--- config.mk ---
export PLATFORM = sky130hd
export DESIGN_NAME = device_liveness_monitor_top
export DESIGN_NICKNAME = d
export VERILOG_FILES = /design/src/hw/rtl/dlm_pkg.sv /design/src/hw/rtl/dlm_cfg.sv /design/src/hw/rtl/dlm_core.sv /design/src/hw/rtl/device_liveness_monitor_top.sv
export SDC_FILE = /design/constraint.sdc
export NUM_CORES = 1
export LEC_CHECK = 0
export BUFFER_PORTS_ARGS = -buffer_cell sky130_fd_sc_hd__clkbuf_2
export CORE_ASPECT_RATIO = 0.75
export CORE_MARGIN = 4
export CORE_UTILIZATION = 40
export CTS_CLUSTER_DIAMETER = 30
export CTS_CLUSTER_SIZE = 8
export DETAILED_ROUTE_END_ITERATION = 12
export PLACE_DENSITY = 0.58
export SKIP_LAST_GASP = 1
export SLEW_MARGIN = 40
export SYNTH_ARGS = -nofsm -noshare
export SYNTH_HDL_FRONTEND = slang
export SYNTH_SLANG_ARGS = --single-unit
--- constraint.sdc ---
create_clock -name clk -period 9.44 [get_ports clk]
set_clock_uncertainty 0.1 [all_clocks]
set_input_delay 0.472 -clock clk [delete_from_list [all_inputs] [get_ports clk]]
set_output_delay 0.472 -clock clk [all_outputs]
set_load 0.005 [all_outputs]
--- src/hw/rtl/dlm_pkg.sv ---
`timescale 1ns / 1ps

package dlm_pkg;

    // Sizes
    localparam int NUM_DEVICES = 12;
    localparam int COUNT_BITS  = 8;
    localparam int TICK_W      = 8;
    localparam int CFG_W       = 8;
    localparam int CFG_IDX_W   = 3;
    localparam int DEV_W       = 4;
    localparam int MODE_W      = 2;
    localparam int GROUP_W     = 5;
    localparam int CMP_W       = (COUNT_BITS > CFG_W) ? COUNT_BITS : CFG_W;
    localparam int NUM_MOTORS  = 10;
    localparam int IMU_DEV     = 10;
    localparam int REMOTE_DEV  = 11;

    // Stream packing
    localparam int S_TDATA_W = 8;
    localparam int S_TUSER_W = MODE_W;
    localparam int RESULT_W  = GROUP_W + NUM_DEVICES + 2;
    localparam int M_TDATA_W = ((RESULT_W + 7) / 8) * 8;

    // Item kinds
    localparam logic [MODE_W-1:0] MODE_FRAME   = 2'd0;
    localparam logic [MODE_W-1:0] MODE_MONITOR = 2'd1;
    localparam logic [MODE_W-1:0] MODE_LED     = 2'd2;

    // Register indexes
    localparam logic [CFG_IDX_W-1:0] CFG_FAST_PERIOD     = 3'd0;
    localparam logic [CFG_IDX_W-1:0] CFG_SLOW_PERIOD     = 3'd1;
    localparam logic [CFG_IDX_W-1:0] CFG_MIN_FRAMES      = 3'd2;
    localparam logic [CFG_IDX_W-1:0] CFG_IMU_MIN_FRAMES  = 3'd3;
    localparam logic [CFG_IDX_W-1:0] CFG_IMU_CLEAR_ABOVE = 3'd4;
    localparam logic [CFG_IDX_W-1:0] CFG_LED_FAST_PERIOD = 3'd5;
    localparam logic [CFG_IDX_W-1:0] CFG_LED_SLOW_PERIOD = 3'd6;

    // Register reset values
    localparam logic [CFG_W-1:0] RST_FAST_PERIOD     = 8'd5;
    localparam logic [CFG_W-1:0] RST_SLOW_PERIOD     = 8'd20;
    localparam logic [CFG_W-1:0] RST_MIN_FRAMES      = 8'd5;
    localparam logic [CFG_W-1:0] RST_IMU_MIN_FRAMES  = 8'd4;
    localparam logic [CFG_W-1:0] RST_IMU_CLEAR_ABOVE = 8'd2;
    localparam logic [CFG_W-1:0] RST_LED_FAST_PERIOD = 8'd30;
    localparam logic [CFG_W-1:0] RST_LED_SLOW_PERIOD = 8'd100;

    // Group bits
    localparam logic [GROUP_W-1:0] GRP_CHASSIS = 5'h01;
    localparam logic [GROUP_W-1:0] GRP_FEEDER  = 5'h02;
    localparam logic [GROUP_W-1:0] GRP_GIMBAL  = 5'h04;
    localparam logic [GROUP_W-1:0] GRP_IMU     = 5'h08;
    localparam logic [GROUP_W-1:0] GRP_REMOTE  = 5'h10;

    // Device membership of each group
    localparam logic [NUM_DEVICES-1:0] DEVS_CHASSIS = 12'h01F;
    localparam logic [NUM_DEVICES-1:0] DEVS_FEEDER  = 12'h060;
    localparam logic [NUM_DEVICES-1:0] DEVS_GIMBAL  = 12'h380;
    localparam logic [NUM_DEVICES-1:0] DEVS_IMU     = 12'h400;
    localparam logic [NUM_DEVICES-1:0] DEVS_REMOTE  = 12'h800;

    typedef logic [COUNT_BITS-1:0] count_t;
    localparam count_t COUNT_MAX = '1;

    typedef struct packed {
        logic [CFG_W-1:0] led_slow_period;
        logic [CFG_W-1:0] led_fast_period;
        logic [CFG_W-1:0] imu_clear_above;
        logic [CFG_W-1:0] imu_min_frames;
        logic [CFG_W-1:0] min_frames;
        logic [CFG_W-1:0] slow_period;
        logic [CFG_W-1:0] fast_period;
    } dlm_cfg_t;

    // Packed so that offline_groups sits in the lowest bits
    typedef struct packed {
        logic                   green_pin;
        logic                   red_pin;
        logic [NUM_DEVICES-1:0] device_offline;
        logic [GROUP_W-1:0]     offline_groups;
    } dlm_result_t;

    // Set a group bit when any device of the group is offline
    function automatic logic [GROUP_W-1:0] groups_of(input logic [NUM_DEVICES-1:0] flags);
        logic [GROUP_W-1:0] g;
        g = '0;
        if ((flags & DEVS_CHASSIS) != '0) g = g | GRP_CHASSIS;
        if ((flags & DEVS_FEEDER)  != '0) g = g | GRP_FEEDER;
        if ((flags & DEVS_GIMBAL)  != '0) g = g | GRP_GIMBAL;
        if ((flags & DEVS_IMU)     != '0) g = g | GRP_IMU;
        if ((flags & DEVS_REMOTE)  != '0) g = g | GRP_REMOTE;
        return g;
    endfunction

endpackage

--- src/hw/rtl/dlm_cfg.sv ---
`timescale 1ns / 1ps

module dlm_cfg
    import dlm_pkg::*;
(
    input  logic                 clk,
    input  logic                 rst_n,
    input  logic                 wr_en,
    input  logic [CFG_IDX_W-1:0] wr_index,
    input  logic [CFG_W-1:0]     wr_data,
    output dlm_cfg_t             cfg
);

    dlm_cfg_t cfg_reg;
    dlm_cfg_t cfg_next;

    // Decode the write; indexes past the list are dropped
    always_comb
    begin
        cfg_next = cfg_reg;
        if (wr_en)
        begin
            case (wr_index)
                CFG_FAST_PERIOD:     cfg_next.fast_period     = wr_data;
                CFG_SLOW_PERIOD:     cfg_next.slow_period     = wr_data;
                CFG_MIN_FRAMES:      cfg_next.min_frames      = wr_data;
                CFG_IMU_MIN_FRAMES:  cfg_next.imu_min_frames  = wr_data;
                CFG_IMU_CLEAR_ABOVE: cfg_next.imu_clear_above = wr_data;
                CFG_LED_FAST_PERIOD: cfg_next.led_fast_period = wr_data;
                CFG_LED_SLOW_PERIOD: cfg_next.led_slow_period = wr_data;
                default: ;
            endcase
        end
    end

    always_ff @(posedge clk or negedge rst_n)
    begin
        if (!rst_n)
        begin
            cfg_reg.fast_period     <= RST_FAST_PERIOD;
            cfg_reg.slow_period     <= RST_SLOW_PERIOD;
            cfg_reg.min_frames      <= RST_MIN_FRAMES;
            cfg_reg.imu_min_frames  <= RST_IMU_MIN_FRAMES;
            cfg_reg.imu_clear_above <= RST_IMU_CLEAR_ABOVE;
            cfg_reg.led_fast_period <= RST_LED_FAST_PERIOD;
            cfg_reg.led_slow_period <= RST_LED_SLOW_PERIOD;
        end
        else
        begin
            cfg_reg <= cfg_next;
        end
    end

    assign cfg = cfg_reg;

endmodule

--- src/hw/rtl/dlm_core.sv ---
`timescale 1ns / 1ps

module dlm_core
    import dlm_pkg::*;
(
    input  logic              clk,
    input  logic              rst_n,
    input  dlm_cfg_t          cfg,
    input  logic              step_valid,
    input  logic [MODE_W-1:0] step_mode,
    input  logic [DEV_W-1:0]  step_device,
    output dlm_result_t       result
);

    count_t                 count_reg [NUM_DEVICES];
    count_t                 count_next [NUM_DEVICES];
    logic [TICK_W-1:0]      fast_reg, fast_next;
    logic [TICK_W-1:0]      slow_reg, slow_next;
    logic [TICK_W-1:0]      blink_reg, blink_next;
    logic [NUM_DEVICES-1:0] flags_reg, flags_next;
    logic                   red_reg, red_next;
    logic                   green_reg, green_next;

    logic [TICK_W-1:0]      fast_inc, slow_inc, blink_inc;
    logic                   fast_fire, slow_fire, blink_fire;
    logic [GROUP_W-1:0]     groups_now;
    logic [CFG_W-1:0]       blink_limit;
    logic                   toggle_red;

    assign fast_inc   = fast_reg + TICK_W'(1);
    assign slow_inc   = slow_reg + TICK_W'(1);
    assign blink_inc  = blink_reg + TICK_W'(1);
    assign fast_fire  = fast_inc > cfg.fast_period;
    assign slow_fire  = slow_inc > cfg.slow_period;
    assign groups_now = groups_of(flags_reg);

    // Pick blink interval and which pin toggles from the group pattern
    always_comb
    begin
        if (groups_now == GRP_IMU)
        begin
            blink_limit = cfg.led_fast_period;
            toggle_red  = 1'b1;
        end
        else if (groups_now == GRP_REMOTE)
        begin
            blink_limit = cfg.led_fast_period;
            toggle_red  = 1'b0;
        end
        else if (groups_now == GRP_CHASSIS)
        begin
            blink_limit = cfg.led_slow_period;
            toggle_red  = 1'b1;
        end
        else
        begin
            blink_limit = cfg.led_slow_period;
            toggle_red  = 1'b0;
        end
    end

    assign blink_fire = blink_inc > blink_limit;

    // Apply one transaction to the state
    always_comb
    begin
        count_next = count_reg;
        fast_next  = fast_reg;
        slow_next  = slow_reg;
        blink_next = blink_reg;
        flags_next = flags_reg;
        red_next   = red_reg;
        green_next = green_reg;
        if (step_valid)
        begin
            case (step_mode)
                MODE_FRAME:
                begin
                    // Count the frame, saturating; unknown devices match nothing
                    for (int i = 0; i < NUM_DEVICES; i++)
                    begin
                        if (step_device == DEV_W'(i) && count_reg[i] != COUNT_MAX)
                        begin
                            count_next[i] = count_reg[i] + count_t'(1);
                        end
                    end
                end
                MODE_MONITOR:
                begin
                    fast_next = fast_inc;
                    slow_next = slow_inc;
                    // Fast window: check and clear the motors
                    if (fast_fire)
                    begin
                        for (int i = 0; i < NUM_MOTORS; i++)
                        begin
                            flags_next[i] = CMP_W'(count_reg[i]) < CMP_W'(cfg.min_frames);
                            count_next[i] = '0;
                        end
                        fast_next = '0;
                    end
                    // Slow window: IMU keeps a low count, remote always clears
                    if (slow_fire)
                    begin
                        flags_next[IMU_DEV] =
                            CMP_W'(count_reg[IMU_DEV]) < CMP_W'(cfg.imu_min_frames);
                        if (CMP_W'(count_reg[IMU_DEV]) > CMP_W'(cfg.imu_clear_above))
                        begin
                            count_next[IMU_DEV] = '0;
                        end
                        flags_next[REMOTE_DEV] =
                            CMP_W'(count_reg[REMOTE_DEV]) < CMP_W'(cfg.min_frames);
                        count_next[REMOTE_DEV] = '0;
                        slow_next = '0;
                    end
                end
                MODE_LED:
                begin
                    blink_next = blink_inc;
                    if (groups_now == '0)
                    begin
                        green_next = 1'b0;
                        blink_next = '0;
                    end
                    else if (blink_fire)
                    begin
                        if (toggle_red)
                        begin
                            green_next = 1'b1;
                            red_next   = ~red_reg;
                        end
                        else
                        begin
                            red_next   = 1'b1;
                            green_next = ~green_reg;
                        end
                        blink_next = '0;
                    end
                end
                default: ;
            endcase
        end
    end

    always_ff @(posedge clk or negedge rst_n)
    begin
        if (!rst_n)
        begin
            for (int i = 0; i < NUM_DEVICES; i++)
            begin
                count_reg[i] <= '0;
            end
            fast_reg  <= '0;
            slow_reg  <= '0;
            blink_reg <= '0;
            flags_reg <= '0;
            red_reg   <= 1'b1;
            green_reg <= 1'b1;
        end
        else
        begin
            count_reg <= count_next;
            fast_reg  <= fast_next;
            slow_reg  <= slow_next;
            blink_reg <= blink_next;
            flags_reg <= flags_next;
            red_reg   <= red_next;
            green_reg <= green_next;
        end
    end

    // Report the state after this transaction
    assign result.offline_groups = groups_of(flags_next);
    assign result.device_offline = flags_next;
    assign result.red_pin        = red_next;
    assign result.green_pin      = green_next;

endmodule

--- src/hw/rtl/device_liveness_monitor_top.sv ---
`timescale 1ns / 1ps

// Device liveness monitor. Each input transaction is a frame arrival for one of twelve
// devices, a monitor tick or an LED tick (kind in s_tuser), and each produces exactly one
// output transaction with the offline group bits, the per-device offline flags and the
// red/green LED pin levels as they stand after it. One transaction is taken every clock
// cycle while m_tready does not stall the output register; the accepting edge loads the
// input register, then all state updates and the window compares for all twelve devices
// are done combinationally into the output register. While a result waits on m_tready,
// the input register accepts a new transaction only while it is empty. Registers are
// written through the cfg channel, which is always ready, and should be changed only
// while no transaction is in flight.

module device_liveness_monitor_top
    import dlm_pkg::*;
(
    input  logic                 clk,
    input  logic                 rst_n,
    // Input stream
    input  logic                 s_tvalid,
    output logic                 s_tready,
    input  logic [S_TDATA_W-1:0] s_tdata,   // [3:0] device, rest zero
    input  logic [S_TUSER_W-1:0] s_tuser,   // [1:0] mode
    // Result stream
    output logic                 m_tvalid,
    input  logic                 m_tready,
    output logic [M_TDATA_W-1:0] m_tdata,   // [4:0] offline_groups, [16:5] device_offline,
                                            // [17] red_pin, [18] green_pin, rest zero
    // Register write channel
    input  logic                 cfg_valid,
    output logic                 cfg_ready,
    input  logic [CFG_IDX_W-1:0] cfg_index,
    input  logic [CFG_W-1:0]     cfg_data
);

    dlm_cfg_t          cfg;
    dlm_result_t       result;

    logic              in_valid_reg, in_valid_next;
    logic [MODE_W-1:0] in_mode_reg;
    logic [DEV_W-1:0]  in_device_reg;
    logic              out_valid_reg, out_valid_next;
    dlm_result_t       out_data_reg;
    logic              advance;
    logic              in_take;
    logic              step_valid;

    assign cfg_ready = 1'b1;

    dlm_cfg u_cfg (
        .clk      (clk),
        .rst_n    (rst_n),
        .wr_en    (cfg_valid && cfg_ready),
        .wr_index (cfg_index),
        .wr_data  (cfg_data),
        .cfg      (cfg)
    );

    // Move the input register forward when the output register is free or draining
    assign advance    = !out_valid_reg || m_tready;
    assign s_tready   = !in_valid_reg || advance;
    assign in_take    = s_tvalid && s_tready;
    assign step_valid = in_valid_reg && advance;

    dlm_core u_core (
        .clk         (clk),
        .rst_n       (rst_n),
        .cfg         (cfg),
        .step_valid  (step_valid),
        .step_mode   (in_mode_reg),
        .step_device (in_device_reg),
        .result      (result)
    );

    always_comb
    begin
        in_valid_next = in_valid_reg;
        if (in_take)
        begin
            in_valid_next = 1'b1;
        end
        else if (advance)
        begin
            in_valid_next = 1'b0;
        end
        out_valid_next = advance ? in_valid_reg : out_valid_reg;
    end

    always_ff @(posedge clk or negedge rst_n)
    begin
        if (!rst_n)
        begin
            in_valid_reg  <= 1'b0;
            out_valid_reg <= 1'b0;
        end
        else
        begin
            in_valid_reg  <= in_valid_next;
            out_valid_reg <= out_valid_next;
        end
    end

    // Capture payloads
    always_ff @(posedge clk)
    begin
        if (in_take)
        begin
            in_mode_reg   <= s_tuser[MODE_W-1:0];
            in_device_reg <= s_tdata[DEV_W-1:0];
        end
        if (step_valid)
        begin
            out_data_reg <= result;
        end
    end

    assign m_tvalid = out_valid_reg;
    assign m_tdata  = M_TDATA_W'(out_data_reg);

    // Group bits always follow the reported device flags
    assert property (@(posedge clk) disable iff (!rst_n)
        m_tvalid |-> out_data_reg.offline_groups == groups_of(out_data_reg.device_offline))
        else $error("offline_groups does not match device_offline");

    // An empty input register never stalls the input side
    assert property (@(posedge clk) disable iff (!rst_n)
        !in_valid_reg |-> s_tready)
        else $error("input stalled while input register is empty");

    // Every processed transaction lands in the output register
    assert property (@(posedge clk) disable iff (!rst_n)
        step_valid |=> out_valid_reg)
        else $error("processed transaction produced no result");

    // A stalled transaction stays in the input register
    assert property (@(posedge clk) disable iff (!rst_n)
        in_valid_reg && !advance |=> in_valid_reg && $stable(in_mode_reg)
            && $stable(in_device_reg))
        else $error("stalled transaction lost");

endmodule
==> results of run 1 <==
critical path: stages, from the launching register on:
cell	delay [ns]
dfrtp_1	0.43
and3_1	0.21
and3_1	0.18
and3_1	0.19
xor2_1	0.15
ha_1	0.30
nand4_1	0.11
a21o_1	0.28
a211oi_4	0.25
buf_4	0.64
mux2_2	0.43
nor2_1	0.10
or4b_1	0.42
cells by family after synthesis:
logic type / Yosys count
AO/OA/AOI/OAI: 313
XOR/XNOR: 61
adder cells (fa/ha/maj): 131
buffers and inverters: 92
flip-flops: 216
multiplexers: 46
other: 2
AND/OR/NAND/NOR: 462
stage by stage:
stage	hold WS [ns]	total power (W)	cell area (um^2)	cells
final	0.0147	0.00346	15000	1837
after global routing	0.00346	0.00367	15000	1836
after CTS	0.000276	0.00349	15000	1836
after detailed placement	0.382	0.00187	13400	1749
after global placement	0.376	0.00184	13400	1749
after floorplan	0.0764	0.00164	12800	1327
area by class of cell:
cell class	count	area share (%)
inverter	51	1.28
multi-input combinational	1019	45.6
sequential	216	36.9
clock buffer	64	8.87
timing repair buffer	58	2.30
clock inverter	22	1.57
antenna	1	0.0167
tap	406	3.38
final timing paths:
kind	endpoint	slack, ns	cells past startpoint
setup / recovery	m_tdata[0]$_DFFE_PP_	5.37	12
hold / removal	in_device_reg[3]$_DFFE_PP_	0.01	1
setup reg to reg	m_tdata[0]$_DFFE_PP_	5.37	12
hold reg to reg	u_core.blink_reg[7]$_DFFE_PN0P_	0.39	2
max in group asynchronous	u_core.slow_reg[2]$_DFFE_PN0P_	7.02	4
min in group asynchronous	u_core.count_reg[60]$_DFFE_PN0P_	0.45	2
placed cells by master (no fill, tap or decap), types with 48 or more instances in the layout:
cell	instances
inv_1	51
nand2_1	176
a21oi_1	90
dfrtp_1	175
nand3_1	53
o21ai_0	117
clkbuf_16	48
ha_1	131
xnor2_1	48
nor2_1	81
what timing repair did:
item	4_1_cts	5_1_grt
buffers inserted	0	0
hold buffers	1	0
hold endpoints to repair	78	0
power groups by stage:
stage | registers, W | logic [W] | clock network [W]
after floorplan | 0.00118 | 0.000457 | 0
after global placement | 0.00121 | 0.000630 | 0
after detailed placement | 0.00121 | 0.000655 | 0
after CTS | 0.00120 | 0.000661 | 0.00163
after global routing | 0.00122 | 0.000765 | 0.00168
final | 0.00120 | 0.000654 | 0.00160
per-layer routing:
| layer | track usage, % | part of all wire (%) | routed length (um) | up-vias |
|---|---|---|---|---|
| met1 | 28.7 | 51 | 16300 | 4789 |
| met2 | 28.2 | 42 | 13400 | 232 |
| met5 | 0 | 0 | 0 | - |
| met4 | 5.33 | 2.0 | 660 | 0 |
| li1 | - | - | - | 4916 |
| met3 | 3.17 | 5.7 | 1830 | 60 |
==> run summary, run 1 <==
RePlAce Congestion - 0.836
post-synthesis mux area share - 3.97%
Static Leak - 6.89 nW
pwr/cell area - 230 nW/um^2
core box area - 31300 um^2
Die X - 214 um
post-synthesis simple-gate area fraction - 17.4%
Synth cell types - 70
global-route wire length before repair - 53500 um
number of synthesized register bits - 216
unrepaired setup endpoints after global routing - false
FF/Latch Area - 5550 um^2
most instantiated cells after synthesis - nand2_1, dfrtp_1, ha_1
clock sinks - 216
port bufs - 42
DRC violations left - 0
clk slew on worst S/H paths - 0.05 ns
Synth top area share - 34.4%
Comb power frac - 18.9%
worst-case clock buffer depth - 3
area grow syn2layout - 17.8%
Post-Synth XOR/XNOR Area - 4.19%
DIE AREA - 34800 um^2
Worst Path Arrival - 4.25 ns
H-tree depth - 2
total grt overflow - 0
# setup viols final - 0
Net Sw Frac - 29.3%
Sw Pwr - 0.00101 W
CP max FO - 64
Async SR Flop Fraction - 88.9%
initial core utilization - 40.7%
dominant synthesized flop cell - dfrtp_1
final setup margin - 5.37 ns
Peak VDD IR - 0.118 mV
Compound-Gate Fraction of Synth Area - 14.9%
most frequent cell after synthesis - nand2_1
Seq/Total Area, Yosys - 43.5%
Clock Power Share - 46.4%
Synthesis Warnings - 0
CP Class - reg -> reg
Setup crit end kind - flip-flop
maxcap violations - 0
post_cts resized - 0
Synth area leader - dfrtp_1
vias post-DR - 9997
initial drt markers - 719
CTS buffer count - 47
CTS root buf - clkbuf_16
Setup TNS - 0 ns
status - finished, final reports clean
worst-skew pair later-pin latency - 0.54 ns
Slew @ Worst Pin - 0.774 ns
max-slew violation count - 0
row cnt - 56
layout cell share with drive strength beyond 1 - 14.5%
TritonRoute pass-1 iters - 5
GRT Overall Usage - 19.0%
max FFs per register - 96
largest family of logic cells by synthesized area - simple AND/OR/NAND/NOR gates
top cells by area, synth - dfrtp_1, ha_1, edfxtp_1
Syn Inst Count - 1323
Slew Limit Headroom - 48.3%
syn_area_per_cell - 9.63 um^2
Hold Startpoint - s_tdata[3]
worst min-delay path class - in -> reg
via-per-instance ratio - 5.44
Seq pwr share - 34.7%
synthesized area - 12700 um^2
startpoint types - flip-flop
largest net degree at the start of global routing - 85
Tcrit/Tclk final - 43.1%
Fillers - 2887
initial antenna violation count - 2
final net count - 1550
crit path from - u_core.fast_reg[0]$_DFFE_PN0P_
final WL - 32200 um
die height - 163 um
Hold Violations, Final - 0
Routed Antenna Nets - 0
# IOs - 53
WL per Instance - 17.5 um
pre-CTS setup slack - 5.36 ns
dpl hpwl - 21500 um
Post-synth EDFFs - 24
CTS tree - yes
vias in the first global route - 9916
Worst R2R Start - u_core.fast_reg[0]$_DFFE_PN0P_
Tmin final - 4.07 ns
final core utilization - 47.9%
Req. time, crit path - 9.63 ns
post-synthesis adder-cell area fraction - 12.9%
P_int - 0.00244 W
Peak Freq - 246 MHz
area of the multi-input gates - 6850 um^2
Power figures use the tool's default switching activity.
==> inputs of run 2 (changes only) <==
PLACE_DENSITY = 0.6   (was 0.58)
clock period = 3.45 ns   (was 9.44 ns; I/O delays follow)
==> run 2 against run 1 <==
Routed wire length rose by 2.7%. Register-to-register slack got worse by 5.3 ns. Design area is 3.2% higher. Via count up 2.7%. Non-clock buffer count up 53.
==> run summary, run 2 (synthesis results as in run 1) <==
status - finished, final reports clean
# IOs - 53
GRT Overall Usage - 19.1%
CP max FO - 5
H-tree depth - 2
# diodes - 0
worst-skew pair later-pin latency - 0.54 ns
pwr/cell area - 623 nW/um^2
Req. time, crit path - 3.61 ns
crit-path cells - and3_1, and3_1, and3_1, xor2_1, ha_1, nand4_1, a21o_1, a211oi_4, mux2_4, nor2_2, or4b_1
DRC violations left - 0
RePlAce Congestion - 0.862
FF-to-FF path depth - 11
Reg-to-Reg End - m_tdata[0]$_DFFE_PP_
Worst Path Arrival - 3.58 ns
layout cell share with drive strength beyond 1 - 16.5%
Post-CTS Setup Repair Bufs - 0
port bufs - 42
commonest non-fill, non-tap cell in the layout - nand2_1
Top cell by count, worst path - and3_1
CTS buffer count - 46
Die X - 214 um
die height - 163 um
final net count - 1602
final setup margin - 0.0239 ns
Setup TNS - 0 ns
crit path from - u_core.fast_reg[0]$_DFFE_PN0P_
unrepaired setup endpoints after global routing - true
via-per-instance ratio - 5.44
clock sinks - 216
Slew @ Worst Pin - 0.786 ns
Min-Delay Endpoint - u_cfg.cfg[2]$_DFFE_PN1P_
clk slew on worst S/H paths - 0.05 ns
vias post-DR - 10300
# setup viols final - 0
largest net degree at the start of global routing - 85
WL per Instance - 17.5 um
most frequent cells in the layout - nand2_1, dfrtp_1, ha_1
Hold Startpoint - cfg_index[0]
Hold Violations, Final - 0
Hold Crit Depth - 5
CTS tree - yes
global-route wire length before repair - 53800 um
CP Class - reg -> reg
worst-case clock buffer depth - 3
Routed Antenna Nets - 0
Tcrit/Tclk final - 99.3%
area grow syn2layout - 21.7%
worst min-delay path class - in -> reg
startpoint types - flip-flop
initial drt markers - 720
vias in the first global route - 10200
DIE AREA - 34800 um^2
Tmin final - 3.43 ns
r2r setup slk - 0.02 ns
total grt overflow - 0
Setup crit end kind - flip-flop
dpl hpwl - 23000 um
initial antenna violation count - 1
Slew Limit Headroom - 47.2%
Worst R2R Start - u_core.fast_reg[0]$_DFFE_PN0P_
row cnt - 56
Peak VDD IR - 0.309 mV
TritonRoute pass-1 iters - 5
Fillers - 2897
max-slew violation count - 0
final WL - 33100 um
peak per-stage delay on the critical path - 0.44 ns
final core utilization - 49.5%
core box area - 31300 um^2
initial core utilization - 40.7%
Static Leak - 7.12 nW
Peak Freq - 292 MHz
pre-CTS setup slack - 0.00678 ns
max FFs per register - 96
CP max stage cell - or4b_1
CTS root buf - clkbuf_16
maxcap violations - 0
## run 2: changes by cell type in the layout (fill, tap and decap cells not counted), moves of 2 or more
cell / delta
buf_4: +32
clkbuf_1: -2
clkinv_2: -4
clkinvlp_4: +6
dlygate4sd3_1: +19
mux2_2: -2
mux2_4: +2
nor2_1: -2
nor2_2: +2
o21ai_0: -3
o21ai_1: +4
## run 2: power by group
| group | leakage (nW) | internal (W) | switching (W) |
|---|---|---|---|
| Clock | 0.742 | 0.00298 | 0.00144 |
| Sequential | 2.73 | 0.00299 | 0.000293 |
| Combinational | 3.64 | 0.000841 | 0.00112 |
| Total | 7.12 | 0.00681 | 0.00285 |
## run 2: per-stage QoR
| step | power, W | std cells | instance area [um^2] | hold WS (ns) |
|---|---|---|---|---|
| finish | 0.00966 | 1888 | 15500 | 0.0668 |
| global route | 0.0102 | 1888 | 15500 | 0.117 |
| CTS | 0.00971 | 1886 | 15400 | 0.0459 |
| detailed placement | 0.00521 | 1782 | 13700 | 0.184 |
| global placement | 0.00514 | 1782 | 13700 | 0.181 |
| floorplan | 0.00449 | 1327 | 12800 | -0.223 |
## run 2: metal layers
| metal | GRT usage (%) | share of wire, % | vias up |
|---|---|---|---|
| li1 | - | - | 5025 |
| met1 | 28.5 | 51 | 4941 |
| met2 | 27.4 | 40 | 232 |
| met3 | 4.98 | 6.6 | 66 |
| met4 | 5.24 | 2.3 | 2 |
| met5 | 0 | 0.039 | - |
## run 2: worst max path at each step
| stage | endpoint | cells past startpoint |
|---|---|---|
| finish | m_tdata[0]$_DFFE_PP_ | 11 |
| global route | u_core.count_reg[56]$_DFFE_PN0P_ | 11 |
| CTS | m_tdata[0]$_DFFE_PP_ | 11 |
| detailed placement | m_tdata[0]$_DFFE_PP_ | 11 |
| global placement | m_tdata[0]$_DFFE_PP_ | 11 |
| floorplan | m_tdata[0]$_DFFE_PP_ | 11 |
## run 2: cell type report
type | instances | area, um^2 | area share, %
Inverter | 51 | 191 | 1.23
Tap cell | 406 | 508 | 3.28
Sequential cell | 216 | 5550 | 35.8
Timing Repair Buffer | 111 | 823 | 5.31
Clock inverter | 25 | 278 | 1.79
Clock buffer | 60 | 1280 | 8.29
Multi-Input combinational cell | 1019 | 6870 | 44.3
## run 2: timing repair
| item | 4_1_cts | 5_1_grt |
|---|---|---|
| hold buffers | 19 | 1 |
| gates resized for setup | 0 | 12 |
| endpoints found under the hold margin | 131 | 19 |
| pin swaps | 1 | 2 |
| gates cloned | 0 | 0 |
| setup endpoints to repair | 1 | 60 |
## run 2: worst max-delay path, delay by kind of cell (launching register included)
family,cells,cell delay [ns]
AO/OA/AOI/OAI,2,0.62
flip-flops,1,0.40
XOR/XNOR,1,0.16
multiplexers,1,0.36
adder cells (fa/ha/maj),1,0.30
AND/OR/NAND/NOR,6,1.20
==> inputs of run 3 (changes only) <==
CELL_PAD_IN_SITES_DETAIL_PLACEMENT = 0   (was unset)
CELL_PAD_IN_SITES_GLOBAL_PLACEMENT = 1   (was unset)
CORE_UTILIZATION = 44   (was 40)
PLACE_DENSITY = 0.78   (was 0.6)
==> run 3 against run 2 <==
The run now ends with setup timing left. Design area up 2.0%. Non-clock buffer count fell by 1. First-iteration DRC count down 0.14%. Utilization is 6.5 points higher. Combinational power is essentially flat. Global-route usage increased by 2.0 points. Routed wire length down 0.38%. Clock-buffer cell count increased by 1. Setup slack worse by 0.027 ns. Sequential share of layout area down 0.69 points. Final cell count fell by 0.48%. Worst hold slack worse by 0.015 ns. Critical endpoint unchanged. Highest routed layer is now met4.
==> run summary, run 3 (synthesis results as in run 1) <==
Hold Violations, Final - 0
Min-Delay Endpoint - u_cfg.cfg[10]$_DFFE_PN1P_
Tcrit/Tclk final - 100%
dpl hpwl - 23000 um
Peak Freq - 290 MHz
largest net degree at the start of global routing - 92
H-tree depth - 2
Die X - 204 um
Fillers - 2459
Worst Path Arrival - 3.63 ns
Reg-to-Reg End - m_tdata[0]$_DFFE_PP_
global-route wire length before repair - 53500 um
row cnt - 53
worst min-delay path class - in -> reg
port bufs - 42
commonest non-fill, non-tap cell in the layout - nand2_1
via-per-instance ratio - 5.45
DRC violations left - 0
Slew @ Worst Pin - 0.783 ns
Static Leak - 7.28 nW
pwr/cell area - 666 nW/um^2
RePlAce Congestion - 0.829
Req. time, crit path - 3.63 ns
worst-case clock buffer depth - 3
Tmin final - 3.45 ns
CTS buffer count - 52
layout cell share with drive strength beyond 1 - 17.3%
TritonRoute pass-1 iters - 5
initial drt markers - 719
Routed Antenna Nets - 0
initial antenna violation count - 0
DIE AREA - 31800 um^2
crit-path cells - and3_1, and3_1, and3_1, xor2_1, ha_1, nand4_1, a21o_1, a211oi_4, mux2_2, nor2_1, or4b_1
CP Class - reg -> reg
FF-to-FF path depth - 11
status - finished, violations left
GRT Overall Usage - 21.1%
Slew Limit Headroom - 47.8%
Peak VDD IR - 0.388 mV
WL per Instance - 17.5 um
Top cell by count, worst path - and3_1
CTS root buf - clkbuf_16
WHS - 0.0518 ns
die height - 155 um
Setup crit end kind - flip-flop
clock sinks - 216
Hold Startpoint - cfg_index[1]
r2r setup slk - -0.003 ns
final WL - 32900 um
initial core utilization - 45.1%
# setup viols final - 1
total grt overflow - 0
startpoint types - flip-flop
area grow syn2layout - 24.1%
max-slew violation count - 0
# IOs - 53
CP max FO - 5
peak per-stage delay on the critical path - 0.45 ns
failing checks - setup timing
max FFs per register - 96
final net count - 1607
unrepaired setup endpoints after global routing - true
vias in the first global route - 9910
Tot Pwr - 0.0105 W
CP max stage cell - or4b_1
# diodes - 0
vias post-DR - 10200
maxcap violations - 0
top cell family by delay on the critical path - simple AND/OR/NAND/NOR gates
CP Buf/Inv Count - 0
Hold Crit Depth - 5
CTS tree - yes
worst-skew pair later-pin latency - 0.55 ns
clk slew on worst S/H paths - 0.05 ns
core box area - 28200 um^2
Worst R2R Start - u_core.fast_reg[1]$_DFFE_PN0P_
final core utilization - 55.9%
most frequent cells in the layout - nand2_1, dfrtp_1, ha_1
final setup margin - -0.00269 ns
==> run 3: cell types whose count changed in the layout (fill, tap and decap cells not counted), moves of 3 or more <==
| cell | before | now |
|---|---|---|
| clkbuf_16 | 47 | 54 |
| clkinv_4 | 1 | 8 |
| bufinv_16 | 5 | 11 |
| clkbuf_1 | 7 | 3 |
| clkbuf_8 | 7 | 4 |
| clkinv_1 | 2 | 5 |
| clkinvlp_4 | 9 | 6 |
==> run 3: area by class of cell <==
class / count / area (um^2) / area share (%)
clock buffers: 61 / 1420 / 8.97
clock inverters: 37 / 510 / 3.23
inverters: 51 / 191 / 1.21
multi-input cells: 1019 / 6860 / 43.4
flip-flops and latches: 216 / 5550 / 35.1
well taps: 385 / 482 / 3.05
repair buffers: 110 / 796 / 5.03
==> run 3: power by group <==
| part | total [W] | switching (W) | internal (W) |
|---|---|---|---|
| Clock | 0.00530 | 0.00156 | 0.00375 |
| Combinational | 0.00194 | 0.00111 | 0.000835 |
| Sequential | 0.00329 | 0.000299 | 0.00299 |
==> run 3: how the worst max path moves through the flow <==
stage | start | end | slack, ns | cells past startpoint
6_report | u_core.fast_reg[1]$_DFFE_PN0P_ | m_tdata[0]$_DFFE_PP_ | -0.003 | 11
5_1_grt | u_core.fast_reg[1]$_DFFE_PN0P_ | m_tdata[0]$_DFFE_PP_ | -0.13 | 11
4_1_cts | u_core.flags_reg[3]$_DFF_PN0_ | u_core.blink_reg[7]$_DFFE_PN0P_ | 0.004 | 13
3_5_place_dp | u_core.flags_reg[3]$_DFF_PN0_ | m_tdata[17]$_DFFE_PP_ | -0.03 | 12
3_3_place_gp | u_core.fast_reg[1]$_DFFE_PN0P_ | m_tdata[0]$_DFFE_PP_ | 0.08 | 11
2_1_floorplan | u_core.fast_reg[0]$_DFFE_PN0P_ | m_tdata[0]$_DFFE_PP_ | 0.1 | 11
==> run 3: layer usage <==
metal  track usage, %  wire length (um)  vias up
li1                 -                 -     5038
met1             31.5             16300     4900
met2             30.8             13800      252
met3             5.02              2260       47
met4             5.68               603        0
met5                0                 0        -
==> run 3: metrics by stage <==
| step | area, um^2 | cells | setup TNS, ns | setup slack, ns |
|---|---|---|---|---|
| after global placement | 13600 | 1762 | 0 | 0.0784 |
| after global routing | 15800 | 1879 | -0.209 | -0.129 |
| final | 15800 | 1879 | -0.00269 | -0.00269 |
| after floorplan | 12800 | 1327 | 0 | 0.0999 |
| after CTS | 15800 | 1878 | 0 | 0.00426 |
| after detailed placement | 13600 | 1762 | -0.0299 | -0.0299 |
==> run 3: tightest hold or removal path, cell delays in order <==
cell and delay (ns):
clkbuf_2 0.14, nor3b_1 0.06, buf_4 0.17, nand2_1 0.07, o21ai_0 0.07
==> run 3: timing repair <==
action | 4_1_cts | 5_1_grt
hold buffers | 18 | 0
pin swaps | 0 | 3
endpoints found under the hold margin | 137 | 0
buffers inserted | 0 | 1
cloned | 0 | 0
endpoints found under the setup margin | 8 | 62
resized for setup | 1 | 11
